`src/htbd_pkg.sv`:
```
// shared types and constants for the huffman tree bit decoder
package htbd_pkg;

	// default sizes
	localparam int MAX_NODES_DEF    = 512;
	localparam int MAX_CODE_LEN_DEF = 16;

	// result status codes
	localparam logic [2:0] ST_ACK     = 3'd0;
	localparam logic [2:0] ST_SYMBOL  = 3'd1;
	localparam logic [2:0] ST_FULL    = 3'd2;
	localparam logic [2:0] ST_MISSING = 3'd3;
	localparam logic [2:0] ST_BADLEN  = 3'd4;

	// node table read address source
	typedef enum logic [1:0] {
		RA_ROOT,
		RA_WALK,
		RA_CHILD,
		RA_FREE
	} rd_sel_t;

	// commands from controller to datapath
	typedef struct packed {
		logic       capture;
		rd_sel_t    rd_sel;
		logic       step;
		logic       alloc;
		logic       link;
		logic       emit;
		logic [2:0] emit_status;
		logic       walk_root;
		logic       walk_child;
	} ctrl_cmd_t;

	// status from datapath to controller
	typedef struct packed {
		logic child_zero;
		logic child_leaf;
		logic table_full;
		logic last_bit;
		logic len_bad;
	} ctrl_stat_t;

endpackage

```
`src/htbd_ctrl.sv`:
```
// sequencing state machine of the huffman tree decoder
module htbd_ctrl (
	input  logic                 clk,
	input  logic                 arst_n,
	input  logic                 start,
	input  logic                 mode,
	input  htbd_pkg::ctrl_stat_t stat,
	output htbd_pkg::ctrl_cmd_t  cmd,
	output logic                 busy
);

	typedef enum logic [1:0] {
		S_IDLE,
		S_LOAD_EVAL,
		S_LOAD_LINK,
		S_DEC_EVAL
	} state_t;

	state_t state_q;
	state_t state_nxt;
	logic   busy_q;

	// next state and commands
	always_comb begin
		state_nxt       = state_q;
		cmd             = '0;
		cmd.rd_sel      = htbd_pkg::RA_ROOT;
		cmd.emit_status = htbd_pkg::ST_ACK;
		case (state_q)
			S_IDLE: begin
				if (start) begin
					cmd.capture = 1'b1;
					if (mode) begin
						cmd.rd_sel = htbd_pkg::RA_WALK;
						state_nxt  = S_DEC_EVAL;
					end else if (stat.len_bad) begin
						cmd.emit        = 1'b1;
						cmd.emit_status = htbd_pkg::ST_BADLEN;
					end else begin
						state_nxt = S_LOAD_EVAL;
					end
				end
			end
			S_LOAD_EVAL: begin
				if (!stat.child_zero) begin
					cmd.step = 1'b1;
					if (stat.last_bit) begin
						cmd.emit  = 1'b1;
						state_nxt = S_IDLE;
					end else begin
						cmd.rd_sel = htbd_pkg::RA_CHILD;
					end
				end else if (stat.table_full) begin
					cmd.emit        = 1'b1;
					cmd.emit_status = htbd_pkg::ST_FULL;
					state_nxt       = S_IDLE;
				end else begin
					cmd.alloc = 1'b1;
					state_nxt = S_LOAD_LINK;
				end
			end
			S_LOAD_LINK: begin
				cmd.link   = 1'b1;
				cmd.rd_sel = htbd_pkg::RA_FREE;
				if (stat.last_bit) begin
					cmd.emit  = 1'b1;
					state_nxt = S_IDLE;
				end else begin
					state_nxt = S_LOAD_EVAL;
				end
			end
			S_DEC_EVAL: begin
				cmd.emit  = 1'b1;
				state_nxt = S_IDLE;
				if (stat.child_zero) begin
					cmd.emit_status = htbd_pkg::ST_MISSING;
					cmd.walk_root   = 1'b1;
				end else if (stat.child_leaf) begin
					cmd.emit_status = htbd_pkg::ST_SYMBOL;
					cmd.walk_root   = 1'b1;
				end else begin
					cmd.walk_child = 1'b1;
				end
			end
			default: begin
				state_nxt = S_IDLE;
			end
		endcase
	end

	// state and registered busy
	always_ff @(posedge clk or negedge arst_n) begin
		if (!arst_n) begin
			state_q <= S_IDLE;
			busy_q  <= 1'b0;
		end else begin
			state_q <= state_nxt;
			busy_q  <= (state_nxt != S_IDLE);
		end
	end

	assign busy = busy_q;

endmodule
```
`config.mk`:
```
export PLATFORM = sky130hd
export DESIGN_NAME = htbd_ctrl
export DESIGN_NICKNAME = d
export VERILOG_FILES = /design/src/htbd_pkg.sv /design/src/htbd_ctrl.sv
export SDC_FILE = /design/constraint.sdc
export NUM_CORES = 1
export LEC_CHECK = 0
export BUFFER_PORTS_ARGS = -buffer_cell sky130_fd_sc_hd__buf_2
export CORE_AREA = 2 2 39 41
export DETAILED_ROUTE_END_ITERATION = 12
export DIE_AREA = 0 0 41 43
export PLACE_DENSITY = 0.42
export RECOVER_POWER = 100
export SETUP_SLACK_MARGIN = 0.5
export SLEW_MARGIN = 0
export SYNTH_ARGS = -nofsm -noshare
export SYNTH_HDL_FRONTEND = slang
export SYNTH_SLANG_ARGS = --single-unit
```
`constraint.sdc`:
```
create_clock -name clk -period 1.4 [get_ports clk]
set_input_delay 0.28 -clock clk [delete_from_list [all_inputs] [get_ports clk]]
set_output_delay 0.28 -clock clk [all_outputs]
set_load 0.1 [all_outputs]
```
==> results of run 1 <==
==> repair_timing <==
action,CTS,global route
gates cloned,0,0
setup endpoints to repair,16,16
hold endpoints to repair,3,0
pin swaps,4,4
hold buffers,1,0
resized for setup,17,5
setup buffers,1,3
==> flip-flops by register name, summed over array words and instances (netlist names) <==
register,cells
state_q,2
busy,1
==> worst max path at each step <==
stage / startpoint / to / slack (ps) / cells after the start
2_1_floorplan: state_q[1]$_DFF_PN0_ / cmd[10] / -930 / 3
3_3_place_gp: stat[4] / cmd[10] / -60 / 6
3_5_place_dp: stat[4] / cmd[5] / -80 / 5
4_1_cts: state_q[0]$_DFF_PN0_ / cmd[5] / -230 / 4
5_1_grt: state_q[1]$_DFF_PN0_ / cmd[10] / -260 / 4
6_report: state_q[1]$_DFF_PN0_ / cmd[10] / -200 / 4
==> cells in the mapped netlist <==
master / number
nand2b_2: 1
a21oi_1: 1
nand3_1: 1
o22ai_2: 1
nor2_1: 8
o21ai_0: 1
nand2_1: 5
inv_1: 2
o22ai_1: 1
nand2b_1: 1
dfrtp_1: 3
o221ai_2: 1
nor3b_4: 1
nor2_2: 1
nor3_1: 1
nor2b_1: 1
inv_2: 2
nand2_2: 1
mux2_1: 1
==> critical path, cell delays in order, from the launching register on <==
cell and delay, ps:
dfrtp_2 460, nor3b_4 230, inv_2 60, o21ai_4 140
buf_12 190
==> layout make-up <==
type	instances	area, sq um	share of cell area
Timing Repair Buffer	39	439	0.481
Multi-Input combinational cell	27	312	0.342
Tap cell	16	20.0	0.0219
Sequential cell	3	81.3	0.0892
Inverter	4	33.8	0.0370
Clock buffer	4	26.3	0.0288
==> power by group through the flow <==
| stage | registers, mW | clock network [mW] | logic [mW] |
|---|---|---|---|
| 3_3_place_gp | 0.137 | 0 | 0.906 |
| 4_1_cts | 0.147 | 0.156 | 0.998 |
| 3_5_place_dp | 0.136 | 0 | 0.912 |
| 2_1_floorplan | 0.194 | 0 | 0.528 |
| 6_report | 0.144 | 0.149 | 1.01 |
| 5_1_grt | 0.149 | 0.171 | 1.05 |
==> layer usage <==
metal / share of wire / GRT usage
met3: 0.047 / 0.0419
met4: 0 / 0.0600
met2: 0.64 / 0.253
met1: 0.31 / 0.154
met5: 0 / 0
==> per-stage QoR <==
step	TNS [ps]	instances	hold slack (ps)	util
2_1_floorplan	-2580	34	-15.6	-
3_3_place_gp	-125	84	76.4	0.554
3_5_place_dp	-172	84	77.4	0.554
4_1_cts	-1720	90	363	0.636
5_1_grt	-2500	93	410	0.659
6_report	-1660	93	386	0.659
==> cells by family (layout without fill, tap and decap cells) <==
| kind of cell | after synthesis | in the layout | share of synthesized area |
|---|---|---|---|
| AO/OA/AOI/OAI | 5 | 5 | 0.171 |
| buffers and inverters | 4 | 47 | 0.0586 |
| flip-flops | 3 | 3 | 0.293 |
| multiplexers | 1 | 1 | 0.0439 |
| AND/OR/NAND/NOR | 21 | 21 | 0.434 |
==> results by group, run 1 <==
Power and ir drop
  – Sequential share of power: 0.110
  – Sw frac: 0.534
  – Power after layout: 1.31 mW
  – Clk pwr share: 0.114
  – Peak VDD IR: 0.932 mV
  – P_sw: 698 uW
  – Gate power share: 0.776
  – Pwr/cell area: 1430 nW/um^2
  – Leak Pwr: 0.385 nW
  – P_int: 609 uW

Floorplanning
  – Io pins: 22
  – Core area: 1380 sq um
  – Initial Utilization: 0.185
  – Area of the die: 1760 sq um
  – Std-Cell Rows: 14
  – Chip Width: 41 um
  – Chip height: 43 um

Worst setup path
  – Crit Reg-Reg Startpoint: state_q[1]$_DFF_PN0_
  – RR Endpoint: busy$_DFF_PN0_
  – Critical Path RT: 1120 ps
  – Maximum net fanout on the critical path: 5
  – Reg2Reg Depth: 5
  – CP endpoint kind: output port
  – R2r setup slk: 210 ps
  – Crit path DAT: 1320 ps
  – CP Launch Type: flip-flop
  – Crit path kind: flip-flop to output port

CTS
  – Clock Latency Late Sink: 230 ps
  – H-tree Lvls: 1
  – Reg clk slew, reported paths: 40 ps
  – Clk sinks: 3
  – CTS Buffer Depth: 2
  – CTS tree: built
  – Num CTS Buffers: 3
  – Clock Root Buffer: clkbuf_4

Layout
  – Nets@finish: 87
  – Layout area overhead: 256%
  – Fillers: 105
  – Most common cell after layout, fill and taps aside: buf_4
  – Final instance area: 912 sq um
  – Most frequent cells in the layout: buf_4, buf_12, buf_2
  – Share of post-route cells with drive strength above 1: 0.883
  – Diode count: 0

Routing
  – Initial DRC count: 3
  – Wire per inst: 11.2 um
  – Post-route DRC: 0
  – First-pass detailed-route iteration total: 2
  – Post-DR vias/cell: 4.30
  – ANT nets after route: 0
  – DR vias: 400
  – Routed WL: 1040 um

Synthesis
  – Distinct cells, synth: 19
  – Syn_area_per_cell: 7.54 sq um
  – Post-synth top area cell: dfrtp_1
  – Yosys reg bits: 3
  – Cell Area, Synth: 256 sq um
  – Net Count, Synth: 43
  – Ranking of synthesized cells by area: dfrtp_1, nor2_1, nand2_1, nor3b_4, o221ai_2
  – Sequential fraction of the synthesis area: 0.293
  – Total number of yosys warnings: 0
  – Post-Syn Instances: 34
  – Top-area cell type share of the netlist area: 0.293

Run
  – Max-Cap Viols: 0

STA
  – Worst relative slew slack: 0.818
  – Fin. Hold Viols: 0
  – Fmax: 625 MHz
  – Setup Viol. Count Final: 12
  – Clock Skews: 3.05 ps
  – Final worst-path cycle share: 1.14
  – Final WS setup: -200 ps
  – Fin crit period: 1600 ps
  – Slew @ Worst Pin: 273 ps
  – Final Max Tran Viols: 0
  – RSZ-0062 raised after global routing: yes

Placed design
  – HPWL Detailed: 783 um
  – Port bufs: 21
  – Dpl ws: -79.4 ps
  – Routability cong.: 0.716
  – Post-Place Cell Area: 767 sq um

Global routing
  – Antenna violations before repair: 0
  – Largest net degree at the start of global routing: 7
  – Gr usage total: 0.146
  – Total grt overflow: 0
  – Vias in the first global route: 424
  – Global-route wire length before repair: 1750 um

Worst hold path
  – Hold crit path type: input pin to asynchronous set/reset pin

Run status
  – Failing checks: setup timing
  – Status: finished with violations
No activity file was read; power rests on OpenSTA's default activity.
==> run 2, diff against run 1 <==
--- a/config.mk
+++ b/config.mk
@@ -6,10 +6,12 @@
 export NUM_CORES = 1
 export LEC_CHECK = 0
 export BUFFER_PORTS_ARGS = -buffer_cell sky130_fd_sc_hd__buf_2
+export CELL_PAD_IN_SITES_DETAIL_PLACEMENT = 1
+export CELL_PAD_IN_SITES_GLOBAL_PLACEMENT = 1
 export CORE_AREA = 2 2 39 41
 export DETAILED_ROUTE_END_ITERATION = 12
 export DIE_AREA = 0 0 41 43
-export PLACE_DENSITY = 0.42
+export PLACE_DENSITY = 0.61
 export RECOVER_POWER = 100
 export SETUP_SLACK_MARGIN = 0.5
 export SLEW_MARGIN = 0
==> results by group, run 2 (synthesis results as in run 1) <==
Routing
  – DR vias: 406
  – Routed WL: 1240 um
  – First-pass detailed-route iteration total: 4
  – ANT nets after route: 0
  – Initial DRC count: 2
  – Post-DR vias/cell: 4.46
  – Wire per inst: 13.7 um
  – Post-route DRC: 0

Worst setup path
  – Crit path kind: flip-flop to output port
  – Crit Reg-Reg Startpoint: state_q[1]$_DFF_PN0_
  – Worst-path cell chain: nor3b_4, inv_2, o21ai_4, buf_12
  – Crit path DAT: 1330 ps
  – Master of the slowest instance on the critical path: dfrtp_2
  – Slowest stage delay, CP: 460 ps
  – Maximum net fanout on the critical path: 5
  – CP Launch Type: flip-flop
  – Setup crit start: state_q[1]$_DFF_PN0_
  – CP endpoint kind: output port
  – Critical Path RT: 1120 ps

Power and ir drop
  – Peak VDD IR: 0.831 mV
  – Leak Pwr: 0.385 nW
  – Pwr/cell area: 1460 nW/um^2

CTS
  – Reg clk slew, reported paths: 40 ps
  – CTS Buffer Depth: 2
  – Num CTS Buffers: 3
  – Clk sinks: 3
  – Clock Latency Late Sink: 240 ps
  – H-tree Lvls: 1
  – CTS tree: built
  – Clock Root Buffer: clkbuf_4

Placed design
  – Post-Place Cell Area: 752 sq um
  – Port bufs: 21
  – Routability cong.: 0.675
  – HPWL Detailed: 815 um

STA
  – Slew @ Worst Pin: 302 ps
  – Final worst-path cycle share: 1.15
  – Final Max Tran Viols: 0
  – Final WS setup: -208 ps
  – Worst relative slew slack: 0.800
  – RSZ-0062 raised after global routing: yes
  – Fmax: 622 MHz
  – Clock Skews: 5.05 ps
  – Fin crit period: 1610 ps
  – Setup Viol. Count Final: 12
  – Fin. Hold Viols: 0
  – Setup_tns: -1690 ps

Layout
  – Nets@finish: 85
  – Most flops, register: state_q
  – Final instance area: 906 sq um
  – Most frequent cells in the layout: buf_12, buf_4, nor2_4, buf_2
  – Max reg flops: 2
  – Fillers: 149
  – Most common cell after layout, fill and taps aside: buf_12
  – Diode count: 0
  – Share of post-route cells with drive strength above 1: 0.893
  – Layout area overhead: 253%

Floorplanning
  – Area of the die: 1760 sq um
  – Initial Utilization: 0.185
  – Chip height: 43 um
  – Io pins: 22
  – Core area: 1380 sq um
  – Chip Width: 41 um
  – Std-Cell Rows: 14

Global routing
  – Largest net degree at the start of global routing: 7
  – Vias in the first global route: 452
  – Total grt overflow: 0
  – Gr usage total: 0.170
  – Global-route wire length before repair: 1930 um
  – Antenna violations before repair: 0

Run status
  – Failing checks: setup timing
  – Status: finished with violations

Run
  – Max-Cap Viols: 0

Worst hold path
  – Hold crit path type: input pin to asynchronous set/reset pin
-- run 2: layout make-up --
class	instances	area, sq um	area share
Clock buffer	4	26.3	0.0290
Tap cell	16	20.0	0.0221
Sequential cell	3	81.3	0.0898
Timing Repair Buffer	37	424	0.468
Multi-Input combinational cell	27	320	0.354
Inverter	4	33.8	0.0373
-- run 2: stage by stage --
| step | hold WS [ps] | cells | setup WS [ps] | power, mW | utilization |
|---|---|---|---|---|---|
| floorplan | -15.6 | 34 | -930 | 0.722 | - |
| global placement | 72.6 | 82 | -43.5 | 1.03 | 0.543 |
| global route | 406 | 91 | -258 | 1.37 | 0.655 |
| detailed placement | 75.6 | 82 | -50.8 | 1.04 | 0.543 |
| CTS | 367 | 89 | -218 | 1.30 | 0.627 |
| finish | 377 | 91 | -208 | 1.32 | 0.655 |
-- run 2: per-layer routing --
metal  vias to the layer above  global-route usage  wire length [um]  share of wire
li1                        195                   -                 -              -
met1                       187               0.151               395           0.32
met2                        20               0.306               730           0.59
met3                         4              0.0628                75          0.060
met4                         0              0.0800                41          0.033
met5                         -                   0                 0              0
-- run 2: path summary, 6_finish.rpt --
path,to,slack (ps),cells after the start
worst max-delay path,cmd[10],-210,4
worst min-delay path,state_q[1]$_DFF_PN0_,380,2
worst max register to register,busy$_DFF_PN0_,200,5
worst min register to register,state_q[1]$_DFF_PN0_,820,3
max in group asynchronous,busy$_DFF_PN0_,850,2
min in group clk,state_q[0]$_DFF_PN0_,440,3
-- run 2: repair_timing --
item / in CTS / in global routing
hold buffers: 1 / 0
cloned: 0 / 0
gates resized for setup: 16 / 9
pin swaps: 5 / 5
endpoints found under the setup margin: 16 / 16
hold endpoints to repair: 3 / 0
buffers inserted: 2 / 2
-- run 2: power breakdown --
part,internal [mW],switching [mW]
logic,0.382,0.635
clock network,0.107,0.0476
registers,0.114,0.0332
-- run 2: critical path: cells and delay by family, from the launching register on --
family / cells / cell delay, ps
AO/OA/AOI/OAI: 1 / 140
buffers and inverters: 2 / 250
flip-flops: 1 / 460
AND/OR/NAND/NOR: 1 / 240
==> run 3, diff against run 2 <==
--- a/config.mk
+++ b/config.mk
@@ -8,10 +8,9 @@
 export BUFFER_PORTS_ARGS = -buffer_cell sky130_fd_sc_hd__buf_2
 export CELL_PAD_IN_SITES_DETAIL_PLACEMENT = 1
 export CELL_PAD_IN_SITES_GLOBAL_PLACEMENT = 1
-export CORE_AREA = 2 2 39 41
+export CORE_UTILIZATION = 19
 export DETAILED_ROUTE_END_ITERATION = 12
-export DIE_AREA = 0 0 41 43
-export PLACE_DENSITY = 0.61
+export PLACE_DENSITY = 0.63
 export RECOVER_POWER = 100
 export SETUP_SLACK_MARGIN = 0.5
 export SLEW_MARGIN = 0
==> constraint.sdc (replaced) <==
create_clock -name clk -period 1.3 [get_ports clk]
set_input_delay 0.26 -clock clk [delete_from_list [all_inputs] [get_ports clk]]
set_output_delay 0.26 -clock clk [all_outputs]
set_load 0.1 [all_outputs]
==> results by group, run 3 (synthesis results as in run 1) <==
STA
  – Clock Skews: 9.27 ps
  – Final worst-path cycle share: 1.28
  – Fmax: 601 MHz
  – RSZ-0062 raised after global routing: yes
  – Slew @ Worst Pin: 382 ps
  – Fin crit period: 1660 ps
  – Setup Viol. Count Final: 14
  – Final Max Tran Viols: 0
  – Final WS setup: -364 ps
  – Worst relative slew slack: 0.744
  – Fin. Hold Viols: 0

CTS
  – Clock Latency Late Sink: 250 ps
  – Reg clk slew, reported paths: 50 ps
  – Num CTS Buffers: 3
  – CTS tree: built
  – Clock Root Buffer: clkbuf_4
  – Clk sinks: 3
  – H-tree Lvls: 1
  – CTS Buffer Depth: 2

Worst setup path
  – Setup crit start: state_q[0]$_DFF_PN0_
  – Crit path kind: flip-flop to output port
  – CP endpoint kind: output port
  – Crit Reg-Reg Startpoint: state_q[1]$_DFF_PN0_
  – Crit path DAT: 1400 ps
  – Critical Path RT: 1040 ps
  – Maximum net fanout on the critical path: 5
  – CP Launch Type: flip-flop

Layout
  – Layout area overhead: 253%
  – Max reg flops: 2
  – Nets@finish: 85
  – Register area: 81.3 sq um
  – Non-Filler Instances: 89
  – Most common cell after layout, fill and taps aside: buf_12
  – Footprint of the multi-input gates: 295 sq um
  – Fillers: 103
  – Most frequent cells in the layout: buf_12, buf_6, buf_2, buf_4, nor2_4
  – Most flops, register: state_q
  – Diode count: 0
  – Share of post-route cells with drive strength above 1: 0.867

Placed design
  – Placed Cells: 77
  – Port bufs: 21
  – Routability cong.: 0.708
  – HPWL Detailed: 814 um

Run
  – Max-Cap Viols: 0

Routing
  – ANT nets after route: 0
  – Initial DRC count: 5
  – First-pass detailed-route iteration total: 4
  – Post-DR vias/cell: 4.78
  – Wire per inst: 20.3 um
  – Routed WL: 1810 um
  – DR vias: 425
  – Post-route DRC: 0

Worst hold path
  – Hold crit path type: input pin to asynchronous set/reset pin

Global routing
  – Total grt overflow: 0
  – Met3 Resource Use GR: 0.0231
  – GRT met2 Usage: 0.413
  – GRT busiest layer: met2
  – Global-route wire length before repair: 2230 um
  – Largest net degree at the start of global routing: 8
  – Antenna violations before repair: 0
  – GRT met1 Usage: 0.264
  – Vias in the first global route: 453
  – Gr usage total: 0.221

Floorplanning
  – Std-Cell Rows: 12
  – Initial Utilization: 0.216
  – Io pins: 22
  – Chip height: 38.7 um
  – Core area: 1190 sq um
  – Chip Width: 38.7 um
  – Area of the die: 1500 sq um

Power and ir drop
  – Peak VDD IR: 1.03 mV
  – Power after layout: 1.49 mW
  – Pwr/cell area: 1640 nW/um^2
  – Leak Pwr: 0.389 nW

Run status
  – Failing checks: setup timing
  – Status: finished with violations
==> run 3: final timing paths <==
| path | endpoint | slack, ps | cells after the start |
|---|---|---|---|
| worst max register to register | busy$_DFF_PN0_ | -250 | 8 |
| worst min-delay path | state_q[0]$_DFF_PN0_ | 380 | 2 |
| max in group asynchronous | busy$_DFF_PN0_ | 710 | 2 |
| min in group clk | state_q[0]$_DFF_PN0_ | 400 | 3 |
| worst max-delay path | cmd[5] | -360 | 4 |
| worst min register to register | state_q[1]$_DFF_PN0_ | 830 | 3 |
==> run 3: layout make-up <==
| type | count | area share |
|---|---|---|
| timing repair buffer | 37 | 0.499 |
| multi-input combinational | 27 | 0.326 |
| sequential | 3 | 0.0898 |
| inverter | 4 | 0.0373 |
| clock buffer | 4 | 0.0290 |
| tap | 14 | 0.0193 |
==> run 3: layer usage <==
metal / share of wire / wire length, um / vias up
met4: 0.048 / 87 / 0
li1: - / - / 193
met1: 0.42 / 767 / 203
met5: 0 / 0 / -
met3: 0.034 / 61 / 8
met2: 0.49 / 894 / 21
==> run 3: report_power, final <==
part	internal (mW)	switching, mW
Clock	0.117	0.0723
Sequential	0.122	0.0413
Combinational	0.429	0.705
Total	0.668	0.818
==> run 3: timing repair <==
action	CTS	global route
hold endpoints to repair	3	0
pin swaps	5	3
buffers inserted	5	2
hold buffers	1	0
setup endpoints to repair	16	16
gates resized for setup	13	5
==> run 3: critical path, stage by stage, from the launching register on <==
cell and delay (ps):
dfrtp_2 450, buf_4 170, a21oi_1 230, o22ai_4 110, buf_12 180
==> run 3: stage by stage <==
step                      hold slack (ps)  setup TNS, ps  instance area [sq um]  utilization  setup WS [ps]
after floorplan                     -35.6          -3490                    364            -          -1010
after global placement               53.7           -555                    754        0.636           -124
after detailed placement             58.8           -801                    754        0.636           -161
after CTS                             351          -3000                    880        0.742           -316
after global routing                  405          -4520                    906        0.764           -396
final                                 382          -4120                    906        0.764           -364
